### config.mk
export PLATFORM = sky130hd
export DESIGN_NAME = psb_axis
export DESIGN_NICKNAME = d
export VERILOG_FILES = /design/src/sv/psb_pkg.sv /design/src/sv/psb_axis.sv
export SDC_FILE = /design/constraint.sdc
export NUM_CORES = 2
export LEC_CHECK = 0
export ABC_AREA = 1
export BUFFER_PORTS_ARGS = -buffer_cell sky130_fd_sc_hd__buf_4
export CORE_ASPECT_RATIO = 1.2
export CORE_MARGIN = 2
export CORE_UTILIZATION = 56
export DETAILED_ROUTE_END_ITERATION = 12
export PLACE_DENSITY_LB_ADDON = 0.08
export SLEW_MARGIN = 20
export SYNTH_ARGS = -nofsm -noshare
export SYNTH_HDL_FRONTEND = slang
export SYNTH_SLANG_ARGS = --single-unit
### constraint.sdc
create_clock -name clk -period 22.6 [get_ports clk]
set_clock_uncertainty 0.15 [all_clocks]
set_input_delay 4.52 -clock clk [delete_from_list [all_inputs] [get_ports clk]]
set_output_delay 4.52 -clock clk [all_outputs]
set_load 0.01 [all_outputs]
### src/sv/psb_pkg.sv
// shared types and constants for the point shell binning block
// no dependencies; imported by psb_axis, psb_shell_table and point_shell_binning_top
`timescale 1ns / 1ps
`default_nettype none

package psb_pkg;

	localparam int OFS_W   = 32;
	localparam int HALF_W  = 31;
	localparam int RECIP_W = 32;
	localparam int TOL_W   = 16;
	localparam int CUT_W   = 6;
	localparam int SHELL_W = 6;
	localparam int ID_W    = 20;
	localparam int CFG_W   = 32;
	localparam int CFG_IDX_W = 3;
	localparam int SHELL_CEIL = 63;

	typedef enum logic [CFG_IDX_W-1:0] {
		REG_OUTER_X = 3'd0,
		REG_OUTER_Y = 3'd1,
		REG_OUTER_Z = 3'd2,
		REG_RECIP_X = 3'd3,
		REG_RECIP_Y = 3'd4,
		REG_RECIP_Z = 3'd5,
		REG_CUT     = 3'd6,
		REG_TOL     = 3'd7
	} cfg_reg_t;

	// load strobes for the two axis pipeline stages
	typedef struct packed {
		logic ld_s1;
		logic ld_s2;
	} axis_en_t;

	// per-axis result after the multiply stage
	typedef struct packed {
		logic               zero;
		logic [RECIP_W-1:0] quot;
	} axis_res_t;

	// shell table access strobes
	typedef struct packed {
		logic rd_en;
		logic wr_en;
	} tbl_ctl_t;

endpackage

`default_nettype wire

### src/sv/psb_axis.sv
// one axis: depth against the outer half window, boundary test, reciprocal multiply
// depends on psb_pkg
`timescale 1ns / 1ps
`default_nettype none

module psb_axis (
	input  wire logic                                clk,
	input  wire psb_pkg::axis_en_t                   en,
	input  wire logic signed [psb_pkg::OFS_W-1:0]    offset,
	input  wire logic        [psb_pkg::HALF_W-1:0]   outer_half,
	input  wire logic        [psb_pkg::RECIP_W-1:0]  step_recip,
	input  wire logic        [psb_pkg::TOL_W-1:0]    tolerance,
	output psb_pkg::axis_res_t                       res_s2
);
	import psb_pkg::*;

	logic [OFS_W-1:0]     mag;
	logic [OFS_W:0]       depth;
	logic [OFS_W-1:0]     tol_ext;
	logic                 zero_c;
	logic [OFS_W-1:0]     sum_c;
	logic [OFS_W-1:0]     sum_s1;
	logic                 zero_s1;
	logic [2*RECIP_W-1:0] prod;

	// magnitude of the most negative offset is 2^31, still fits unsigned
	assign mag     = offset[OFS_W-1] ? (~offset + 32'd1) : offset;
	assign depth   = {2'b00, outer_half} - {1'b0, mag};
	assign tol_ext = {{(OFS_W-TOL_W){1'b0}}, tolerance};
	assign zero_c  = depth[OFS_W] || (depth[OFS_W-1:0] < tol_ext);
	assign sum_c   = depth[OFS_W-1:0] + tol_ext;

	always_ff @(posedge clk) begin
		if (en.ld_s1) begin
			sum_s1  <= sum_c;
			zero_s1 <= zero_c;
		end
	end

	assign prod = {{RECIP_W{1'b0}}, sum_s1} * {{OFS_W{1'b0}}, step_recip};

	always_ff @(posedge clk) begin
		if (en.ld_s2) begin
			res_s2.zero <= zero_s1;
			res_s2.quot <= prod[2*RECIP_W-1:RECIP_W];
		end
	end

endmodule

`default_nettype wire

==> results.json <==
{
  "outcome": "completed",
  "synth_top_cell_area_share_pct": 43.23,
  "hold_ws_ns": 0.4176,
  "areaGrowthSynthToFinish_pct": 5.009,
  "critPathRequiredTime_ns": 22.56,
  "cts_made_buffers": 9,
  "cts_buffer_depth": 2,
  "grt_pass1_wl_mm": 198.7,
  "synth_mux_area_share_pct": 0,
  "cp-start-kind": "input port",
  "routed_wl_mm": 124.3,
  "async_flop_share_pct": 0,
  "min_period_ns": 11.42,
  "clkSlewWorstSetupHoldPaths_ns": 0.07,
  "yosysSeqAreaShare_pct": 4.771,
  "reg2reg_slack_ns": 14.66,
  "slew-limit-headroom_pct": 54.41,
  "io_pins": 147,
  "syn_area_per_cell_um2": 7.438,
  "post-route-period-util_pct": 50.54,
  "synth_xor_area_share_pct": 1.876,
  "crit_top_cell": "fa_1",
  "drive_above_1_share_pct": 4.585,
  "gp_congestion": 0.9778,
  "synth_top_family_by_area": "adder cells",
  "cp_max_fo": 32,
  "worst_ep_arrival_time_ns": 11.38,
  "place_inst": 6510,
  "hold_buffers": 0,
  "drc_errors": 0,
  "antenna_cells": 0,
  "postCtsSetupRepairBufs": 0,
  "ant_nets": 0,
  "coreArea_um2": 73510,
  "rsz0062_at_grt": "no",
  "drt-initial-drc-count": 2384,
  "finalNonFillerCells": 6526,
  "cp_num_buf_inv": 4,
  "cts-resized-gates": 0,
  "vias": 34100,
  "antenna_found_initial": 0,
  "cap_viol_max_count": 0,
  "setup_viol": 0,
  "worstMarginPinSlew_ns": 0.6786,
  "place_ws_ns": 10.90,
  "synth_edf_count": 66,
  "yosys.area_share.simple_pct": 18.54,
  "hp-class": "flop to flop",
  "synth_cells": 5585,
  "critical_path.top_delay_family": "adder cells",
  "die_area_um2": 76390,
  "tritoncts": "yes",
  "crit_type": "input port to flop",
  "finalSetupTns_ns": 0,
  "clock-sinks": 66,
  "synth_compound_area_share_pct": 3.681,
  "hold_viol_final": 0,
  "wl_per_cell_um": 19.05,
  "synth_most_common_cell": "inv_1",
  "synthTopCellsByArea": "fa_1 43%, inv_1 16%, nand2_1 14%",
  "yosys_warnings": 0,
  "cp_cell_sequence": "buf_4 > nand2_1 > fa_1 > fa_1 > inv_1 > fa_1 > fa_1 > fa_1 > fa_1 > fa_1 > inv_1 > fa_1 > inv_1 > ha_1 > a21o_1 > a31oi_1 > o21ai_0 > a21oi_1 > nand3_1 > a21oi_1 > xnor2_1",
  "cp_slowest_cell": "fa_1",
  "synthesis.nets": 6920,
  "slowest_delay_ns": 0.59,
  "nNetsFinal": 6913,
  "grt_pass1_vias": 36280,
  "start_util_pct": 56.51,
  "final_max_slew_viol_count": 0,
  "synth_area_um2": 41540,
  "die_w_um": 252.6,
  "hpwl_mm": 99.61,
  "root_buffer": "clkbuf_16",
  "cp-end-kind": "flop",
  "synth_ff_type": "edfxtp_1",
  "fmax_mhz": 87.55,
  "row_count": 109,
  "synth_fa_ha_area_share_pct": 52.98,
  "io_buffers": 146,
  "grt_use_total_pct": 34.23,
  "grt_max_degree": 34,
  "setup_ws_ns": 11.18,
  "synth_cell_types": 43,
  "htreeDepth": 3,
  "clkLatencyLatePin_ns": 0.38,
  "dieHeight_um": 302.4,
  "overflow": 0,
  "via_per_inst": 5.225,
  "first_pass_iters": 8,
  "synth_top_cells_by_count": "1,807 x inv_1, 1,497 x nand2_1, 897 x fa_1",
  "ys_ff_latch": 66,
  "synth_largest_area_cell": "fa_1"
}
## per-layer routing
layer  global-route usage (%)  wire length [µm]  vias to the layer above
li1                         -                 -                    15660
met1                    39.50             44890                    16840
met2                    61.09             63650                     1214
met3                    4.870              7879                      387
met4                    19.24              7908                        0
met5                        0                 0                        -
## cells by family (layout without fill, tap and decap cells)
group	Yosys count	count (layout)
buffers and inverters	2008	2006
AND/OR/NAND/NOR	1923	1923
adder cells (fa/ha/maj)	1221	1221
AO/OA/AOI/OAI	278	278
XOR/XNOR	89	89
flip-flops	66	66
## final timing paths
check                                     startpoint              endpoint  cells after the start
worst max-delay path                  step_recip[17]  res_s2[14]$_DFFE_PP_                     21
worst min-delay path               zero_s1$_DFFE_PP_  res_s2[32]$_DFFE_PP_                      0
worst max register to register  sum_s1[24]$_DFFE_PP_  res_s2[14]$_DFFE_PP_                     21
worst min register to register     zero_s1$_DFFE_PP_  res_s2[32]$_DFFE_PP_                      0
## through the flow
stage               instance area (µm²)  util [%]
floorplan                         41540         -
global placement                  43320     58.94
detailed placement                43320     58.94
CTS                               43620     59.34
global route                      43620     59.34
finish                            43620     59.34
## area by class of cell
cell class,count,area (µm²)
multi-input cells,3511,32020
fillers,6967,29890
inverters,1812,6802
flip-flops and latches,66,1982
repair buffers,178,1336
well taps,943,1180
clock buffers,9,225.2
clock inverters,7,75.07
## layout by cell type (no fill, tap or decap), types with 2 or more instances in the layout
cell / instances
a211oi_1: 5
a21o_1: 13
a21oi_1: 139
a31oi_1: 14
and2_1: 2
and3_1: 2
buf_4: 178
clkbuf_16: 9
clkinv_1: 3
clkinv_2: 2
clkinv_4: 2
edfxtp_1: 66
fa_1: 897
ha_1: 324
inv_1: 1807
inv_2: 2
inv_6: 2
nand2_1: 1497
nand2_2: 24
nand2_4: 3
nand3_1: 84
nand3_2: 8
nand3b_1: 7
nand4_1: 18
nor2_1: 218
nor2_2: 11
nor2_4: 3
nor3_1: 26
nor3_2: 2
nor4_1: 9
o211ai_1: 5
o21a_1: 10
o21ai_0: 75
o21ai_1: 4
o21bai_1: 7
or2_2: 6
xnor2_1: 24
xor2_1: 65
## state kept, by name, indices dropped and copies added (netlist names)
signal   flops
sum_s1      32
res_s2      33
zero_s1      1
Power is not shown: default switching activity piles up to over one toggle a cycle in this logic, so the estimate is an artifact.
