**config.mk**
```make
export PLATFORM = sky130hd
export DESIGN_NAME = psb_shell_table
export DESIGN_NICKNAME = d
export VERILOG_FILES = /design/src/sv/psb_pkg.sv /design/src/sv/psb_shell_table.sv
export SDC_FILE = /design/constraint.sdc
export NUM_CORES = 1
export LEC_CHECK = 0
export BUFFER_PORTS_ARGS = -buffer_cell sky130_fd_sc_hd__buf_4
export CAP_MARGIN = 5
export CORE_ASPECT_RATIO = 2
export CORE_MARGIN = 2
export CORE_UTILIZATION = 48
export CTS_CLUSTER_SIZE = 40
export DETAILED_ROUTE_END_ITERATION = 16
export PLACE_DENSITY = 0.66
export SYNTH_ARGS = -nofsm -noshare
export SYNTH_HDL_FRONTEND = slang
export SYNTH_SLANG_ARGS = --single-unit
```
**constraint.sdc**
```tcl
create_clock -name clk -period 2.9 [get_ports clk]
set_clock_uncertainty 0.15 [all_clocks]
set_input_delay 0.58 -clock clk [delete_from_list [all_inputs] [get_ports clk]]
set_output_delay 0.58 -clock clk [all_outputs]
set_load 0.1 [all_outputs]
```
**src/sv/psb_pkg.sv**
```systemverilog
// shared types and constants for the point shell binning block
// no dependencies; imported by psb_axis, psb_shell_table and point_shell_binning_top
`timescale 1ns / 1ps
`default_nettype none

package psb_pkg;

	localparam int OFS_W   = 32;
	localparam int HALF_W  = 31;
	localparam int RECIP_W = 32;
	localparam int TOL_W   = 16;
	localparam int CUT_W   = 6;
	localparam int SHELL_W = 6;
	localparam int ID_W    = 20;
	localparam int CFG_W   = 32;
	localparam int CFG_IDX_W = 3;
	localparam int SHELL_CEIL = 63;

	typedef enum logic [CFG_IDX_W-1:0] {
		REG_OUTER_X = 3'd0,
		REG_OUTER_Y = 3'd1,
		REG_OUTER_Z = 3'd2,
		REG_RECIP_X = 3'd3,
		REG_RECIP_Y = 3'd4,
		REG_RECIP_Z = 3'd5,
		REG_CUT     = 3'd6,
		REG_TOL     = 3'd7
	} cfg_reg_t;

	// load strobes for the two axis pipeline stages
	typedef struct packed {
		logic ld_s1;
		logic ld_s2;
	} axis_en_t;

	// per-axis result after the multiply stage
	typedef struct packed {
		logic               zero;
		logic [RECIP_W-1:0] quot;
	} axis_res_t;

	// shell table access strobes
	typedef struct packed {
		logic rd_en;
		logic wr_en;
	} tbl_ctl_t;

endpackage

`default_nettype wire

```
**src/sv/psb_shell_table.sv**
```systemverilog
// per-shell last fiber id memory with used bits and same-entry forwarding
// depends on psb_pkg
`timescale 1ns / 1ps
`default_nettype none

module psb_shell_table #(
	parameter int SHELL_COUNT = 64,
	parameter int SW          = $clog2(SHELL_COUNT)
) (
	input  wire logic                       clk,
	input  wire logic                       arst_n,
	input  wire psb_pkg::tbl_ctl_t          ctl,
	input  wire logic [SW-1:0]              rd_shell,
	input  wire logic [SW-1:0]              wr_shell,
	input  wire logic [psb_pkg::ID_W-1:0]   wr_id,
	output logic                            first
);
	import psb_pkg::*;

	logic [ID_W-1:0]        mem [SHELL_COUNT];
	logic [ID_W-1:0]        rd_q;
	logic                   fwd_q;
	logic [ID_W-1:0]        fwd_id_q;
	logic [SHELL_COUNT-1:0] used_q;
	logic [ID_W-1:0]        last_id;

	always_ff @(posedge clk) begin
		if (ctl.wr_en) begin
			mem[wr_shell] <= wr_id;
		end
		if (ctl.rd_en) begin
			rd_q     <= mem[rd_shell];
			fwd_id_q <= wr_id;
		end
	end

	// a read taken on the edge that writes the same entry sees old data
	always_ff @(posedge clk or negedge arst_n) begin
		if (!arst_n) begin
			fwd_q  <= 1'b0;
			used_q <= '0;
		end else begin
			if (ctl.rd_en) begin
				fwd_q <= ctl.wr_en && (rd_shell == wr_shell);
			end
			if (ctl.wr_en) begin
				used_q[wr_shell] <= 1'b1;
			end
		end
	end

	assign last_id = fwd_q ? fwd_id_q : rd_q;
	assign first   = !used_q[wr_shell] || (last_id != wr_id);

endmodule

`default_nettype wire

```
==> impl_metrics.py <==
metrics = {
    "critical_path": {
        "crit_end": "first",
        "path_cells": "buf_4 > mux2i_1 > xor2_1 > nand4_1 > buf_4 > or4_1 > or4_4 > buf_12",
        "critPathMaxFanout": 3,
        "worstPathRequired_ns": 2.17,
        "reg2reg_slack_ns": 0.59,
        "slowest_delay_ns": 0.58,
        "r2r_start": "mem[21][13]$_DFFE_PP_",
        "crit_path_start_kind": "flip-flop",
        "cp-end-kind": "output port",
        "reg2reg_depth": 5,
        "crit_path_top_delay_cell": "or4_4",
        "setup.worst_path.class": "flip-flop to output port",
        "worstSetupStartpoint": "fwd_q$_DFFE_PN0P_",
        "path_common_cell": "buf_4",
        "timing.rr.end": "rd_q[13]$_DFFE_PP_",
        "cp.arrival_ns": 3.37,
    },
    "placed_design": {
        "dpl-instance-area_mm2": 0.05851,
        "dp_slack_ns": -0.5632,
        "port_buffers": 36,
        "routabilityCongestion": 0.9441,
        "place_inst": 4051,
        "detailed_place_hpwl_um": 88120,
    },
    "grt": {
        "overflow": 0,
        "grt_first_pass_wirelength_um": 196900,
        "grt_usage": 0.2502,
        "first_global_vias": 27286,
        "grt_max_degree": 66,
        "antenna_found_initial": 9,
    },
    "outcome": {
        "violations": "setup timing",
        "status": "complete, but fails checks",
    },
    "pwr": {
        "vdd_drop_max_mv": 0.4772,
        "power.density_mw_per_mm2": 650.9,
        "sw_frac_of_total": 0.2107,
        "power_switching_uw": 8525,
        "leakagePower_uw": 0.02028,
        "seqPwrFrac": 0.554,
        "p_int_uw": 31930,
        "combPwrFrac": 0.068,
        "p_clk_frac": 0.379,
    },
    "die": {
        "fp.coreArea_mm2": 0.1100,
        "ios": 37,
        "rows": 172,
        "start_util": 0.4839,
        "die_area_mm2": 0.1137,
        "dieWidth_um": 239.4,
        "fp.dieH_um": 474.9,
    },
    "clock_tree": {
        "cts_setup_buffers": 0,
        "root_buffer": "clkbuf_16",
        "cts_tree": "yes",
        "clock_sinks": 1385,
        "h-tree-depth": 3,
        "clkTransAtPathRegs_ns": 0.07,
        "cts_made_buffers": 107,
        "cts_buffer_depth": 3,
        "clkLatencyLatePin_ns": 0.72,
    },
    "sta": {
        "max_freq_mhz": 244.2,
        "drv_slew": 0,
        "setup_viol": 1,
        "worst_slack_ns": -1.195,
        "worst_pin_slew_ns": 0.8991,
        "rsz0062_at_grt": "true",
        "fin_crit_ns": 4.095,
        "fin_crit_sh": 1.412,
        "hold_viol": 0,
        "slew_headroom": 0.4006,
    },
    "synthesis": {
        "syn_nets": 2371,
        "postSynthCellCount": 2335,
        "syn_avg_cell_area_um2": 22.79,
        "yosys.area.top_type_share": 0.7449,
        "synth_most_common_cell": "edfxtp_1",
        "synth_area_mm2": 0.05321,
        "synth_warnings": 0,
        "yosys_register_bits": 1385,
        "synthTopCellsByCount": "1320 x edfxtp_1, 356 x mux4_2, 106 x mux2i_1",
        "synth_top_cell_by_area": "edfxtp_1",
        "synthArstFlopShare": 0.04693,
        "synthFlopType": "edfxtp_1",
        "ys_top_cells_by_area": "edfxtp_1 74%, mux4_2 15%, dfrtp_1 3.1%, mux2i_1 2.0%, a22oi_1 1.1%",
        "synth_cell_types": 39,
        "synth_edf_count": 1320,
        "synth-seq-area-share": 0.7754,
    },
    "route": {
        "firstDrtPassIters": 7,
        "postRouteAntennaNets": 0,
        "routed_wirelength_um": 138300,
        "dr.first_iter.drc_count": 2531,
        "vias": 25543,
        "vias_per_cell": 6.004,
        "wire_per_inst_um": 32.52,
        "drc": 0,
    },
    "layout": {
        "drive_gt1_frac": 0.3676,
        "finalInstanceArea_mm2": 0.06216,
        "area_growth_pct": 16.80,
        "nets": 2718,
        "stdcell_count": 4254,
    },
    "flow_run": {
        "max_cap_violations": 0,
    },
    "hold_path": {
        "min_path_type": "input port to flip-flop",
    },
}
==> worst max-delay path, delay by kind of cell, from the launching register on <==
family | cells | cell delay, ns
AND/OR/NAND/NOR | 3 | 1.25
buffers and inverters | 3 | 0.52
flip-flops | 1 | 0.41
XOR/XNOR | 1 | 0.27
multiplexers | 1 | 0.20
==> cell type report <==
cell class	count	area [µm²]
antenna	6	15.01
clock buffer	126	2834
clock inverter	70	768.2
fill	7915	47810
inverter	1	3.754
multi-input combinational	825	11510
sequential	1385	41260
tap	1479	1851
timing repair buffer	362	3909
==> state kept, by name (all words and copies together), names as in the netlist <==
| signal | flops |
|---|---|
| rd_q | 20 |
| fwd_q | 1 |
| used_q | 64 |
| fwd_id_q | 20 |
| mem | 1280 |
==> worst min path at each step <==
stage	start	slack (ns)	cells after the start	endpoint
after floorplan	arst_n	0.13	0	fwd_q$_DFFE_PN0P_
after CTS	wr_id[4]	0.05	1	fwd_id_q[4]$_DFFE_PP_
after global placement	used_q[31]$_DFFE_PN0P_	0.29	1	used_q[31]$_DFFE_PN0P_
after global routing	wr_id[4]	0.05	1	fwd_id_q[4]$_DFFE_PP_
final	wr_id[4]	0.06	1	fwd_id_q[4]$_DFFE_PP_
after detailed placement	used_q[12]$_DFFE_PN0P_	0.30	1	used_q[12]$_DFFE_PN0P_
==> power groups by stage <==
stage / registers, µW / clock network (µW) / logic, µW
6_report: 22400 / 15300 / 2740
5_1_grt: 22400 / 16200 / 2870
4_1_cts: 22400 / 15500 / 2750
3_5_place_dp: 22800 / 0 / 2740
3_3_place_gp: 22800 / 0 / 2670
2_1_floorplan: 22800 / 0 / 1360
==> per-layer routing <==
layer,GRT usage,vias to the layer above,share of wire
li1,-,10505,-
met5,0,-,0.00025
met4,0.1515,6,0.070
met1,0.2813,13767,0.33
met3,0.03130,252,0.058
met2,0.4519,1013,0.54
==> timing repair <==
action / 4_1_cts / 5_1_grt
endpoints found under the setup margin: 1 / 1
hold buffers: 1 / 0
resized for setup: 4 / 1
hold endpoints to repair: 65 / 0
==> placed cells by master, fill, tap and decap left out, types with 15 or more instances in the layout <==
master,instances
a21oi_1,24
a22oi_1,78
buf_12,93
buf_4,264
bufinv_16,17
clkbuf_1,15
clkbuf_16,111
clkinv_1,24
clkinv_2,21
dfrtp_1,65
edfxtp_1,1320
mux2i_1,105
mux4_2,356
nand2_1,26
nand3_1,19
nor2_2,66
or2_2,64
xnor2_1,15
==> metrics by stage <==
step                      hold WS (ns)  total power, µW  setup TNS (ns)  utilization
final                          0.05737            40460          -1.195       0.5652
after global routing           0.05079            41470          -1.224       0.5651
after CTS                      0.04723            40660          -1.189       0.5650
after detailed placement        0.2989            25570          -4.064       0.5321
after global placement          0.2929            25480          -3.590       0.5321
after floorplan                 0.1344            24120          -50.87            -
==> logic make-up after synthesis <==
kind of cell | after synthesis | synth area share
muxes | 471 | 0.1736
xor gates and xnor gates | 26 | 0.004279
and+or+nand+nor | 216 | 0.02043
AOI/OAI and AO/OA | 112 | 0.01470
buffers and inverters | 125 | 0.01152
DFF | 1385 | 0.7754
(Power assumes the default switching activity.)
